### config.mk
export PLATFORM = sky130hd
export DESIGN_NAME = mqts_store
export DESIGN_NICKNAME = d
export VERILOG_FILES = /design/src/rtl/core/mqts_pkg.sv /design/src/rtl/core/mqts_store.sv
export SDC_FILE = /design/constraint.sdc
export NUM_CORES = 2
export LEC_CHECK = 0
export BUFFER_PORTS_ARGS = -buffer_cell sky130_fd_sc_hd__clkbuf_2
export CORE_ASPECT_RATIO = 0.5
export CORE_MARGIN = 2
export CORE_UTILIZATION = 58
export CTS_BUF_LIST = sky130_fd_sc_hd__clkbuf_16
export DETAILED_ROUTE_END_ITERATION = 6
export PLACE_DENSITY = 0.74
export SYNTH_ARGS = -nofsm -noshare
export SYNTH_HDL_FRONTEND = slang
export SYNTH_SLANG_ARGS = --single-unit
export TNS_END_PERCENT = 100
### constraint.sdc
create_clock -name clk -period 8.15 [get_ports clk]
set_clock_uncertainty 0.2 [all_clocks]
set_input_delay 0.4075 -clock clk [delete_from_list [all_inputs] [get_ports clk]]
set_output_delay 0.4075 -clock clk [all_outputs]
set_load 0.05 [all_outputs]
### src/rtl/core/mqts_pkg.sv
// ---------------------------------------------------------------------------
// Max queue package
// Sizes, entry and request types, codes and the signed maximum helper.
// ---------------------------------------------------------------------------
package mqts_pkg;

  localparam int DEPTH = 64;
  localparam int AW    = $clog2(DEPTH);
  localparam int CW    = AW + 1;

  typedef logic [AW-1:0]        addr_t;
  typedef logic [CW-1:0]        cnt_t;
  typedef logic signed [31:0]   data_t;
  typedef logic [1:0]           status_t;

  localparam cnt_t DEPTH_C = CW'(DEPTH);

  localparam logic FUNC_ENQ = 1'b0;
  localparam logic FUNC_DEQ = 1'b1;

  localparam status_t ST_OK    = 2'd0;
  localparam status_t ST_FULL  = 2'd1;
  localparam status_t ST_EMPTY = 2'd2;

  typedef struct packed {
    data_t value;
    data_t max;
  } entry_t;

  typedef struct packed {
    logic   wr_en;
    addr_t  wr_addr;
    entry_t wr_data;
    logic   rd_en;
    addr_t  rd_addr;
  } mem_req_t;

  typedef enum logic [2:0] {
    S_IDLE,
    S_XFER_RD,
    S_XFER_WR,
    S_DEQ_RD,
    S_DEQ_VAL,
    S_MAX_CAP,
    S_FINISH
  } state_t;

  function automatic data_t smax(data_t a, data_t b);
    return (a > b) ? a : b;
  endfunction

endpackage

### src/rtl/core/mqts_store.sv
// ---------------------------------------------------------------------------
// Max queue store
// Shared entry memory of both stacks: value and running maximum per entry,
// one write and one registered read per cycle.
// ---------------------------------------------------------------------------
module mqts_store (
  input  logic              clk,
  input  mqts_pkg::mem_req_t req,
  output mqts_pkg::entry_t   rd_data
);
  import mqts_pkg::*;

  entry_t mem [DEPTH];

  always_ff @(posedge clk) begin
    if (req.wr_en) begin
      mem[req.wr_addr] <= req.wr_data;
    end
  end

  always_ff @(posedge clk) begin
    if (req.rd_en) begin
      rd_data <= mem[req.rd_addr];
    end
  end
endmodule

==> impl_metrics.yaml <==
run_status:
  outcome: "finished, final reports clean"
yosys:
  synthArstFlopShare: 0
  yosysTopAreaCellShare: 0.796
  syn_avg_cell_area_um2: 23.8
  yosys.area.top_type: "edfxtp_1"
  syn-cell-area_um2: 157000
  yosysWarnings: 0
  synth_cell_types: 32
  syn_nets: 6677
  postSynthCellCount: 6598
  synth_flop_cell: "edfxtp_1"
  synth-edff-count: 4160
  ys_seq_elements: 4160
  ys_seq_area_frac: 0.796
  synth_area_leaders: "edfxtp_1, mux4_2, mux2i_1, a22oi_1, buf_2"
timing:
  slew_viol_final: 0
  setup_viol: 0
  fmax_mhz: 284
  finalCriticalPeriod_ns: 3.52
  maxSlewHeadroom: 0.0531
  tightest_slew_ns: 1.42
  period_share: 0.432
  finalSetupTns_ns: 0
  grt_setup_unrepaired: "no"
  finalHoldViolCount: 0
clocking:
  cts_resized: 0
  clk_latency_ns: 0.93
  cts_tree: "done"
  clock_tree.root_cell: "clkbuf_16"
  cts_buffers: 351
  cts.htree.levels: 5
  clk_path_buf_depth: 4
  cts.sink_count: 4160
  cts.reportedPaths.clkPinSlew_ns: 0.07
place:
  hpwl_mm: 217
  gp_congestion: 0.818
  port-buffer-count: 142
  place_area_um2: 163000
flow_run:
  maxCapViolations: 0
grt:
  top_usage_layer: "met2"
  grt_util_met3: 0.0879
  grt_pass1_vias: 76600
  grt_pass1_wl_mm: 592
  grt_use_total: 0.310
  grt_overflow: 0
  met2_usage: 0.465
  grt_max_degree: 148
  antenna_found_initial: 36
  gr-usage-met1: 0.450
drt:
  drt_wl_total_mm: 426
  first_pass_iters: 6
  drc_errors: 0
  wl_per_cell_um: 39.3
  antenna_left: 0
  via_per_inst: 7.18
  detail_route.iter0.violations: 13900
  num_vias: 77800
power_and_ir_drop:
  p_sw_frac: 0.212
  irDropWorstVdd_v: 0.000174
  p_clk_frac: 0.392
  power_density_nw_per_um2: 245
  p_switching_mw: 9.03
  sequentialPowerShare: 0.559
  p_leak_nw: 54.2
  p_int_mw: 33.6
  comb_power_share: 0.049
worst_setup_path:
  end_kind: "flip-flop"
  cp.required_ns: 8.55
  cp_max_fo: 70
  crit_chain: "buf_8 -> buf_4 -> buf_4 -> mux4_2 -> a22o_1 -> nor2_1 -> a211oi_1"
  max_stage_delay_ns: 0.68
  critPathKind: "input port to flip-flop"
  crit_slowest_cell: "buf_8"
  cp.arrival_ns: 3.92
  reg2reg_slack_ns: 5.79
  cp-start-kind: "input port"
  path_common_cell: "buf_4"
floorplanning:
  dieHeight_um: 372
  initial_utilization: 0.586
  num_rows: 134
  fp.dieW_um: 740
  io_pins: 143
  dieArea_um2: 275000
  coreArea_um2: 268000
worst_hold_path:
  worstHoldPathType: "input port to flip-flop"
cells_and_area:
  final_nets: 7012
  layout_common_cells: "edfxtp_1, mux4_2, clkbuf_16, buf_4, a22oi_1"
  layout-drive-gt1-share: 0.272
  syn_to_final_growth_pct: 10.9
  layout_commonest_cell: "edfxtp_1"
  fillCellCount: 16500
  final_cell_area_um2: 174000
[sequential cells by signal, indices dropped and copies added (netlist names)]
name and cells:
rd_data 64, mem 4096
[through the flow]
step,power [mW],cells,utilization,hold slack [ns],worst slack [ns]
floorplan,25.4,6598,-,0.306,2.11
global placement,26.3,10200,0.607,0.702,3.75
detailed placement,26.3,10200,0.607,0.695,3.72
CTS,42.7,10800,0.650,0.0751,4.66
global route,43.6,10800,0.650,0.137,4.47
finish,42.6,10800,0.650,0.124,4.63
[cells in the mapped netlist, drive strengths merged, types with 3 or more instances]
| cell type | count |
|---|---|
| nand2b | 11 |
| or3 | 29 |
| o22ai | 83 |
| mux2i | 135 |
| and2 | 3 |
| clkbuf | 140 |
| a2bb2oi | 19 |
| inv | 19 |
| buf | 230 |
| nor2b | 28 |
| and3 | 64 |
| edfxtp | 4160 |
| a211oi | 63 |
| nand3 | 45 |
| a22o | 88 |
| or2 | 28 |
| a22oi | 168 |
| a41oi | 26 |
| o221ai | 38 |
| nor2 | 112 |
| mux4 | 1024 |
| a31oi | 18 |
| nand2 | 58 |
[cell families after synthesis]
family,Yosys count,synth area share
simple gates,386,0.0123
buf+inv,389,0.0118
mux,1159,0.156
compound gates,504,0.0247
flops,4160,0.796
[final cells by class]
type,count,area (um2),share of cell area
diodes,27,67.6,0.000388
inverters,19,71.3,0.000409
well taps,3604,4510,0.0259
repair buffers,352,2590,0.0149
flip-flops and latches,4160,125000,0.717
clock buffers,361,9030,0.0519
clock inverters,269,2200,0.0126
multi-input cells,2049,30800,0.177
[power by group through the flow]
stage	clock, mW	combinational (mW)	sequential (mW)
final	16.7	2.08	23.8
after global routing	17.6	2.18	23.8
after CTS	16.8	2.07	23.8
after detailed placement	0	2.05	24.3
after global placement	0	1.99	24.3
after floorplan	0	1.10	24.3
[per-layer routing]
layer | vias to the layer above | routed length [um]
met5 | - | 88
met4 | 16 | 15700
met3 | 881 | 65500
met2 | 6572 | 193000
met1 | 41100 | 152000
li1 | 29200 | -
[final timing paths]
kind	cells after the start	from	endpoint
worst max register to register	4	mem[27][55]	rd_data[55]
worst min register to register	4	mem[54][26]	rd_data[26]
worst max-delay path	7	req[1]	rd_data[55]
worst min-delay path	3	req[73]	mem[54][16]
[worst max-delay path: cells and delay by family]
kind	cells	cell delay (ns)
buf+inv	3	1.93
simple gates	1	0.62
compound gates	2	0.42
mux	1	0.41
[what timing repair did]
| action | in CTS | in global routing |
|---|---|---|
| hold buffers | 12 | 0 |
| hold endpoints to repair | 569 | 0 |
| setup buffers | 0 | 0 |
No activity file was read; power rests on OpenSTA's default activity.
