## config.mk

```make
export PLATFORM = sky130hd
export DESIGN_NAME = mqts_ctrl_flat
export DESIGN_NICKNAME = d
export VERILOG_FILES = /design/src/rtl/core/mqts_pkg.sv /design/src/rtl/core/mqts_in_if.sv /design/src/rtl/core/mqts_out_if.sv /design/src/rtl/core/mqts_ctrl.sv /design/src/flat_wrapper.sv
export SDC_FILE = /design/constraint.sdc
export NUM_CORES = 1
export LEC_CHECK = 0
export ABC_AREA = 0
export ABC_CLOCK_PERIOD_IN_PS = 5800
export BUFFER_PORTS_ARGS = -buffer_cell sky130_fd_sc_hd__buf_2
export CAP_MARGIN = 20
export CORE_MARGIN = 2
export CORE_UTILIZATION = 35
export CTS_CLUSTER_DIAMETER = 30
export CTS_CLUSTER_SIZE = 10
export DETAILED_ROUTE_END_ITERATION = 7
export GPL_ROUTABILITY_DRIVEN = 0
export GPL_TIMING_DRIVEN = 0
export SYNTH_ARGS = -nofsm -noshare
export SYNTH_HDL_FRONTEND = slang
export SYNTH_SLANG_ARGS = --single-unit
```

## constraint.sdc

```tcl
create_clock -name clk -period 5.8 [get_ports clk]
set_input_delay 1.16 -clock clk [delete_from_list [all_inputs] [get_ports clk]]
set_output_delay 1.16 -clock clk [all_outputs]
set_load 0.01 [all_outputs]
```

## src/rtl/core/mqts_pkg.sv

```systemverilog
// ---------------------------------------------------------------------------
// Max queue package
// Sizes, entry and request types, codes and the signed maximum helper.
// ---------------------------------------------------------------------------
package mqts_pkg;

  localparam int DEPTH = 64;
  localparam int AW    = $clog2(DEPTH);
  localparam int CW    = AW + 1;

  typedef logic [AW-1:0]        addr_t;
  typedef logic [CW-1:0]        cnt_t;
  typedef logic signed [31:0]   data_t;
  typedef logic [1:0]           status_t;

  localparam cnt_t DEPTH_C = CW'(DEPTH);

  localparam logic FUNC_ENQ = 1'b0;
  localparam logic FUNC_DEQ = 1'b1;

  localparam status_t ST_OK    = 2'd0;
  localparam status_t ST_FULL  = 2'd1;
  localparam status_t ST_EMPTY = 2'd2;

  typedef struct packed {
    data_t value;
    data_t max;
  } entry_t;

  typedef struct packed {
    logic   wr_en;
    addr_t  wr_addr;
    entry_t wr_data;
    logic   rd_en;
    addr_t  rd_addr;
  } mem_req_t;

  typedef enum logic [2:0] {
    S_IDLE,
    S_XFER_RD,
    S_XFER_WR,
    S_DEQ_RD,
    S_DEQ_VAL,
    S_MAX_CAP,
    S_FINISH
  } state_t;

  function automatic data_t smax(data_t a, data_t b);
    return (a > b) ? a : b;
  endfunction

endpackage

```

## src/rtl/core/mqts_in_if.sv

```systemverilog
// ---------------------------------------------------------------------------
// Max queue request channel
// Valid/ready channel carrying one operation and its value.
// ---------------------------------------------------------------------------
interface mqts_in_if;
  import mqts_pkg::*;

  logic  valid;
  logic  ready;
  logic  func;
  data_t value;

  modport source (output valid, output func, output value, input ready);
  modport sink   (input valid, input func, input value, output ready);
endinterface

```

## src/rtl/core/mqts_out_if.sv

```systemverilog
// ---------------------------------------------------------------------------
// Max queue result channel
// Valid/ready channel carrying one result per operation.
// ---------------------------------------------------------------------------
interface mqts_out_if;
  import mqts_pkg::*;

  logic    valid;
  logic    ready;
  data_t   dequeued_value;
  data_t   current_max;
  logic    is_empty;
  status_t status;

  modport source (output valid, output dequeued_value, output current_max,
                  output is_empty, output status, input ready);
  modport sink   (input valid, input dequeued_value, input current_max,
                  input is_empty, input status, output ready);
endinterface

```

## src/rtl/core/mqts_ctrl.sv

```systemverilog
// ---------------------------------------------------------------------------
// Max queue controller
// Stack pointers, cached top maxima, transfer walk and result register.
// ---------------------------------------------------------------------------
module mqts_ctrl (
  input  logic               clk,
  input  logic               rst,
  mqts_in_if.sink            item,
  mqts_out_if.source         result,
  output mqts_pkg::mem_req_t mem_req,
  input  mqts_pkg::entry_t   rd_data
);
  import mqts_pkg::*;

  state_t  state, state_next;
  cnt_t    bcnt, bcnt_next;
  cnt_t    fsize, fsize_next;
  data_t   bmax, bmax_next;
  data_t   fmax, fmax_next;
  data_t   deq, deq_next;
  status_t status, status_next;
  logic    out_load;

  logic    full;
  logic    empty_q;
  addr_t   top_addr;
  addr_t   xfer_rd_addr;
  addr_t   xfer_wr_addr;
  data_t   enq_max;
  data_t   xfer_max;
  data_t   max_now;

  always_comb begin
    full         = (bcnt + fsize) == DEPTH_C;
    empty_q      = (bcnt == '0) && (fsize == '0);
    top_addr     = AW'(DEPTH_C - fsize);
    xfer_rd_addr = AW'(bcnt - CW'(1));
    xfer_wr_addr = AW'(DEPTH_C - fsize - CW'(1));
    enq_max      = (bcnt == '0) ? item.value : smax(bmax, item.value);
    xfer_max     = (fsize == '0) ? rd_data.value : smax(rd_data.value, fmax);
    if (empty_q) begin
      max_now = '0;
    end else if (bcnt == '0) begin
      max_now = fmax;
    end else if (fsize == '0) begin
      max_now = bmax;
    end else begin
      max_now = smax(bmax, fmax);
    end
  end

  always_ff @(posedge clk) begin
    if (rst) begin
      state <= S_IDLE;
      bcnt  <= '0;
      fsize <= '0;
    end else begin
      state <= state_next;
      bcnt  <= bcnt_next;
      fsize <= fsize_next;
    end
  end

  always_ff @(posedge clk) begin
    bmax   <= bmax_next;
    fmax   <= fmax_next;
    deq    <= deq_next;
    status <= status_next;
  end

  always_comb begin
    state_next  = state;
    bcnt_next   = bcnt;
    fsize_next  = fsize;
    bmax_next   = bmax;
    fmax_next   = fmax;
    deq_next    = deq;
    status_next = status;
    out_load    = 1'b0;
    item.ready  = 1'b0;
    mem_req     = '0;

    unique case (state)
      S_IDLE: begin
        item.ready = 1'b1;
        if (item.valid) begin
          deq_next    = '0;
          status_next = ST_OK;
          if (item.func == FUNC_ENQ) begin
            state_next = S_FINISH;
            if (full) begin
              status_next = ST_FULL;
            end else begin
              mem_req.wr_en         = 1'b1;
              mem_req.wr_addr       = AW'(bcnt);
              mem_req.wr_data.value = item.value;
              mem_req.wr_data.max   = enq_max;
              bmax_next             = enq_max;
              bcnt_next             = bcnt + CW'(1);
            end
          end else if (empty_q) begin
            status_next = ST_EMPTY;
            state_next  = S_FINISH;
          end else if (fsize == '0) begin
            mem_req.rd_en   = 1'b1;
            mem_req.rd_addr = xfer_rd_addr;
            state_next      = S_XFER_WR;
          end else begin
            mem_req.rd_en   = 1'b1;
            mem_req.rd_addr = top_addr;
            state_next      = S_DEQ_VAL;
          end
        end
      end
      S_XFER_RD: begin
        mem_req.rd_en   = 1'b1;
        mem_req.rd_addr = xfer_rd_addr;
        state_next      = S_XFER_WR;
      end
      S_XFER_WR: begin
        mem_req.wr_en         = 1'b1;
        mem_req.wr_addr       = xfer_wr_addr;
        mem_req.wr_data.value = rd_data.value;
        mem_req.wr_data.max   = xfer_max;
        fmax_next             = xfer_max;
        fsize_next            = fsize + CW'(1);
        bcnt_next             = bcnt - CW'(1);
        state_next            = (bcnt == CW'(1)) ? S_DEQ_RD : S_XFER_RD;
      end
      S_DEQ_RD: begin
        mem_req.rd_en   = 1'b1;
        mem_req.rd_addr = top_addr;
        state_next      = S_DEQ_VAL;
      end
      S_DEQ_VAL: begin
        deq_next   = rd_data.value;
        fsize_next = fsize - CW'(1);
        if (fsize > CW'(1)) begin
          mem_req.rd_en   = 1'b1;
          mem_req.rd_addr = top_addr + AW'(1);
          state_next      = S_MAX_CAP;
        end else begin
          state_next = S_FINISH;
        end
      end
      S_MAX_CAP: begin
        fmax_next  = rd_data.max;
        state_next = S_FINISH;
      end
      S_FINISH: begin
        if (!result.valid || result.ready) begin
          out_load   = 1'b1;
          state_next = S_IDLE;
        end
      end
      default: begin
        state_next = S_IDLE;
      end
    endcase
  end

  // hold the result until the transaction completes
  always_ff @(posedge clk) begin
    if (rst) begin
      result.valid <= 1'b0;
    end else if (out_load) begin
      result.valid <= 1'b1;
    end else if (result.ready) begin
      result.valid <= 1'b0;
    end
  end

  always_ff @(posedge clk) begin
    if (out_load) begin
      result.dequeued_value <= deq;
      result.current_max    <= max_now;
      result.is_empty       <= empty_q;
      result.status         <= status;
    end
  end
endmodule

```

## src/flat_wrapper.sv

```systemverilog
// flat-port wrapper written by rule: the top's interface ports become plain ports
module mqts_ctrl_flat import mqts_pkg::*;
  (clk, rst, mem_req, rd_data, item_valid, item_func, item_value, item_ready, result_valid, result_dequeued_value, result_current_max, result_is_empty, result_status, result_ready);
  mqts_in_if item_i ();
  mqts_out_if result_i ();
  input  logic clk;
  input  logic rst;
  output mqts_pkg::mem_req_t mem_req;
  input  mqts_pkg::entry_t rd_data;
  input wire logic [$bits(item_i.valid)-1:0] item_valid;
  input wire logic [$bits(item_i.func)-1:0] item_func;
  input wire logic [$bits(item_i.value)-1:0] item_value;
  output wire logic [$bits(item_i.ready)-1:0] item_ready;
  output wire logic [$bits(result_i.valid)-1:0] result_valid;
  output wire logic [$bits(result_i.dequeued_value)-1:0] result_dequeued_value;
  output wire logic [$bits(result_i.current_max)-1:0] result_current_max;
  output wire logic [$bits(result_i.is_empty)-1:0] result_is_empty;
  output wire logic [$bits(result_i.status)-1:0] result_status;
  input wire logic [$bits(result_i.ready)-1:0] result_ready;
  assign item_i.valid = item_valid;
  assign item_i.func = item_func;
  assign item_i.value = item_value;
  assign item_ready = item_i.ready;
  assign result_valid = result_i.valid;
  assign result_dequeued_value = result_i.dequeued_value;
  assign result_current_max = result_i.current_max;
  assign result_is_empty = result_i.is_empty;
  assign result_status = result_i.status;
  assign result_i.ready = result_ready;
  mqts_ctrl u_core (.clk(clk), .rst(rst), .item(item_i), .result(result_i), .mem_req(mem_req), .rd_data(rd_data));
endmodule
```

==> results by group <==
Finish
  • Fill cells: roughly 3300
  • Share of layout cells above drive strength 1: a little over a quarter
  • Area delta synth->final: 21.3%
  • Non-filler cells, final: between 1500 and 2000
  • Final core occ: between 40% and 50%
  • Final #Nets: approximately 1600
  • Multi-input logic area: approximately 0.0058 mm^2
  • Sequential cell area: roughly 0.0053 mm^2
  • Post-route cell area: 0.0141 mm^2

Logic synthesis
  • Synth warnings: 0
  • Dominant synthesized flop cell: edfxtp_1
  • Area contributors post-synth: edfxtp_1, ha_1, a21oi_1
  • Async SR Flop Fraction: 0%
  • Sequential area share after synthesis: between 40% and 50%
  • Syn Nets: 1305
  • Largest area contributor in the netlist: edfxtp_1
  • Post-synth EDFFs: around 170
  • Synthesized area per cell: ~11 um^2
  • Synthesized instance count: roughly 1100
  • Cell area after synthesis: 0.0117 mm^2
  • Yosys top cell area share: a little over two fifths
  • Post-synthesis cell type count: 75
  • Yosys reg bits: 183

Detailed routing
  • Antenna-violating nets left: 0
  • DRT Wirelength: approximately 43000 um
  • Vias: 10175
  • 1st-iter DRT viols: between 1000 and 1500
  • DRC Markers: 0
  • Vias/cell: 5.60
  • Avg WL per Cell: ~23 um
  • 1st-pass router iterations: 5

Floorplan
  • Core Area: 0.0327 mm^2
  • Die width: between 150 and 200 um
  • Rows: 66
  • IO Pins: 248
  • Initial core utilization: a little over a third
  • Height of the chip: around 190 um
  • Area of the die: roughly 0.035 mm^2

STA
  • Setup TNS: 0 ps
  • Tightest Pin Transition: around 1100 ps
  • Skew final: roughly 22 ps
  • Final count of hold timing violations: 0
  • Final period util: a little over nine tenths
  • Fmax: 178 MHz
  • Setup-failing EPs final: 0
  • RSZ-0062 raised after global routing: false
  • Final Max Slew Viols: 0
  • Worst slew margin: 29.9%
  • Setup ws final: 168 ps
  • Period minus WS final: about 5600 ps
  • WHS: roughly 420 ps

Hold path
  • Worst hold path startpoint: u_core.deq[9]$_SDFFCE_PN0P_
  • Worst Hold Class: reg2reg
  • Hold path cells: 0
  • Worst Hold Path EP: u_core.result.dequeued_value[9]$_DFFE_PP_

GRT
  • Largest net degree at the start of global routing: 33
  • Total congestion overflow: 0
  • First-pass GRT wire length: between 60000 and 70000 um
  • Vias in the first global route: about 9800
  • Initial antenna violation count: 4
  • GR Util All Layers: roughly a quarter

Clock tree
  • H-tree levels: 4
  • Clock Sinks: ~180
  • Root Buffer: clkbuf_16
  • CTS Buffer Depth: 2
  • Worst skew pair latency: 460 ps
  • Worst-path clk slew: 70 ps
  • Post-CTS setup repair buffer count: 0
  • CTS tree: built
  • CTS buffer count: 17

Pwr
  • Leak: 6.26 nW
  • Worst VDD drop: about 0.45 mV
  • Power Density: between 600 and 700 mW/mm^2
  • Overall power: roughly 8.8 mW

Worst setup path
  • Req. time, crit path: about 4600 ps
  • Critical path class: in2out
  • Worst EP arrival: 4470 ps
  • CP Max Fanout: 10
  • Critical path launch point type: input port
  • Flop2flop setup slack: between 2000 and 2500 ps
  • Worst Reg-to-Reg Cells: 8
  • R2r startpoint: u_core.bmax[31]$_DFFE_PP_
  • Reg2reg end: u_core.bmax[13]$_DFFE_PP_
  • Worst setup EP type: output pin

Job
  • Total of max-cap violations: 0

Status
  • Status: completed

Placed design
  • Hpwl dp: 31800 um
  • Placed Cells incl. Taps: 1785
  • Placement Cell Area: between 0.01 and 0.015 mm^2
  • Port-buffer cells: about 250
  • Setup WS pre-CTS: approximately 190 ps
what timing repair did:
action / CTS / global route
gates resized for setup: 0 / 4
hold buffers: 0 / 0
setup endpoints to repair: 0 / 5
cell families after synthesis:
kind of cell / after synthesis / share of synthesized area [%]
buffers and inverters: 138 / 5.18
and+or+nand+nor: 264 / 11.5
adders and majority gates: 112 / 12.1
xor gates and xnor gates: 25 / 1.88
AOI/OAI and AO/OA: 335 / 19.3
DFF: 183 / 45.6
muxes: 35 / 4.43
layer usage:
layer	wire length, um	track usage (%)	part of all wire, %
met4	1610	9.52	3.8
met2	19400	38.2	46
met1	18100	31.8	43
met5	28	0	0.066
met3	3340	5.00	7.9
cells in the mapped netlist (all sizes together), types with 2 or more instances:
library cell	count
or3b	2
a22oi	2
o21ai	54
o2bb2ai	33
nand2	62
buf	17
nand2b	6
o31a	3
xor2	15
a21oi	140
edfxtp	165
a21boi	4
nor3	11
xnor2	10
a211oi	4
mux2	33
o211ai	5
nand4	26
and4	3
o21bai	2
o21a	5
a21o	25
and2	2
nor2b	7
dfxtp	18
a2111oi	2
nor4	5
clkbuf	47
or2	3
nor2	72
o22ai	4
mux2i	2
and3	35
nand3	18
a31oi	3
a22o	33
o2111ai	2
nor3b	5
a32oi	2
o221ai	3
ha	111
inv	74
nand3b	3
area by class of cell:
cell class | count | area share (%)
well taps | 442 | 3.91
clock buffers | 18 | 3.03
repair buffers | 251 | 9.52
multi-input cells | 771 | 40.7
plain buffers | 64 | 2.33
inverters | 74 | 1.96
diodes | 1 | 0.0177
clock inverters | 13 | 0.937
flip-flops and latches | 183 | 37.6
how the worst max path moves through the flow:
stage	start	end	depth (start not counted)
after global placement	result_ready	u_core.result.current_max[12]$_SDFFCE_PP0P_	3
final	item_value[1]	mem_req[22]	13
after CTS	u_core.bcnt[0]$_SDFFE_PP0P_	mem_req[42]	12
after detailed placement	rd_data[63]	mem_req[13]	11
after global routing	item_value[31]	mem_req[22]	12
after floorplan	result_ready	u_core.result.current_max[0]$_SDFFCE_PP0P_	2
placed cells by master (no fill, tap or decap), types with 18 or more instances in the layout:
cell / n
mux2_4: 30
a22o_1: 33
ha_1: 111
clkbuf_1: 46
nand4_1: 25
buf_2: 254
o21ai_0: 44
dfxtp_1: 18
a21oi_1: 109
edfxtp_1: 165
inv_1: 73
a21o_1: 25
and3_1: 35
a21oi_2: 31
nor2_1: 71
nand2_1: 60
o2bb2ai_1: 33
registers in the layout (all words and copies together) (netlist names):
signal,count
u_core.bcnt,7
u_core.bmax,32
u_core.deq,32
u_core.fmax,32
u_core.fsize,7
u_core.result.current_max,32
u_core.result.dequeued_value,32
u_core.result.is_empty,1
u_core.result.status,2
u_core.result.valid,1
u_core.state,3
u_core.status,2
worst max-delay path, cell delays in order:
cell and delay, ps:
buf_2 110, inv_1 60, ha_1 290, nor2b_1 130
o211ai_1 90, a2111oi_0 810, o31ai_1 270, nand4_2 200
mux2i_4 330, buf_6 280, mux2_4 330, o2bb2ai_1 180
buf_2 220
power by group:
group | leakage (nW) | total (mW) | switching [mW] | internal (mW)
registers | 1.69 | 2.35 | 0.220 | 2.13
clock network | 0.259 | 1.16 | 0.533 | 0.629
logic | 4.31 | 5.24 | 3.26 | 1.98
Note: power is estimated with default switching activity, not from simulation.
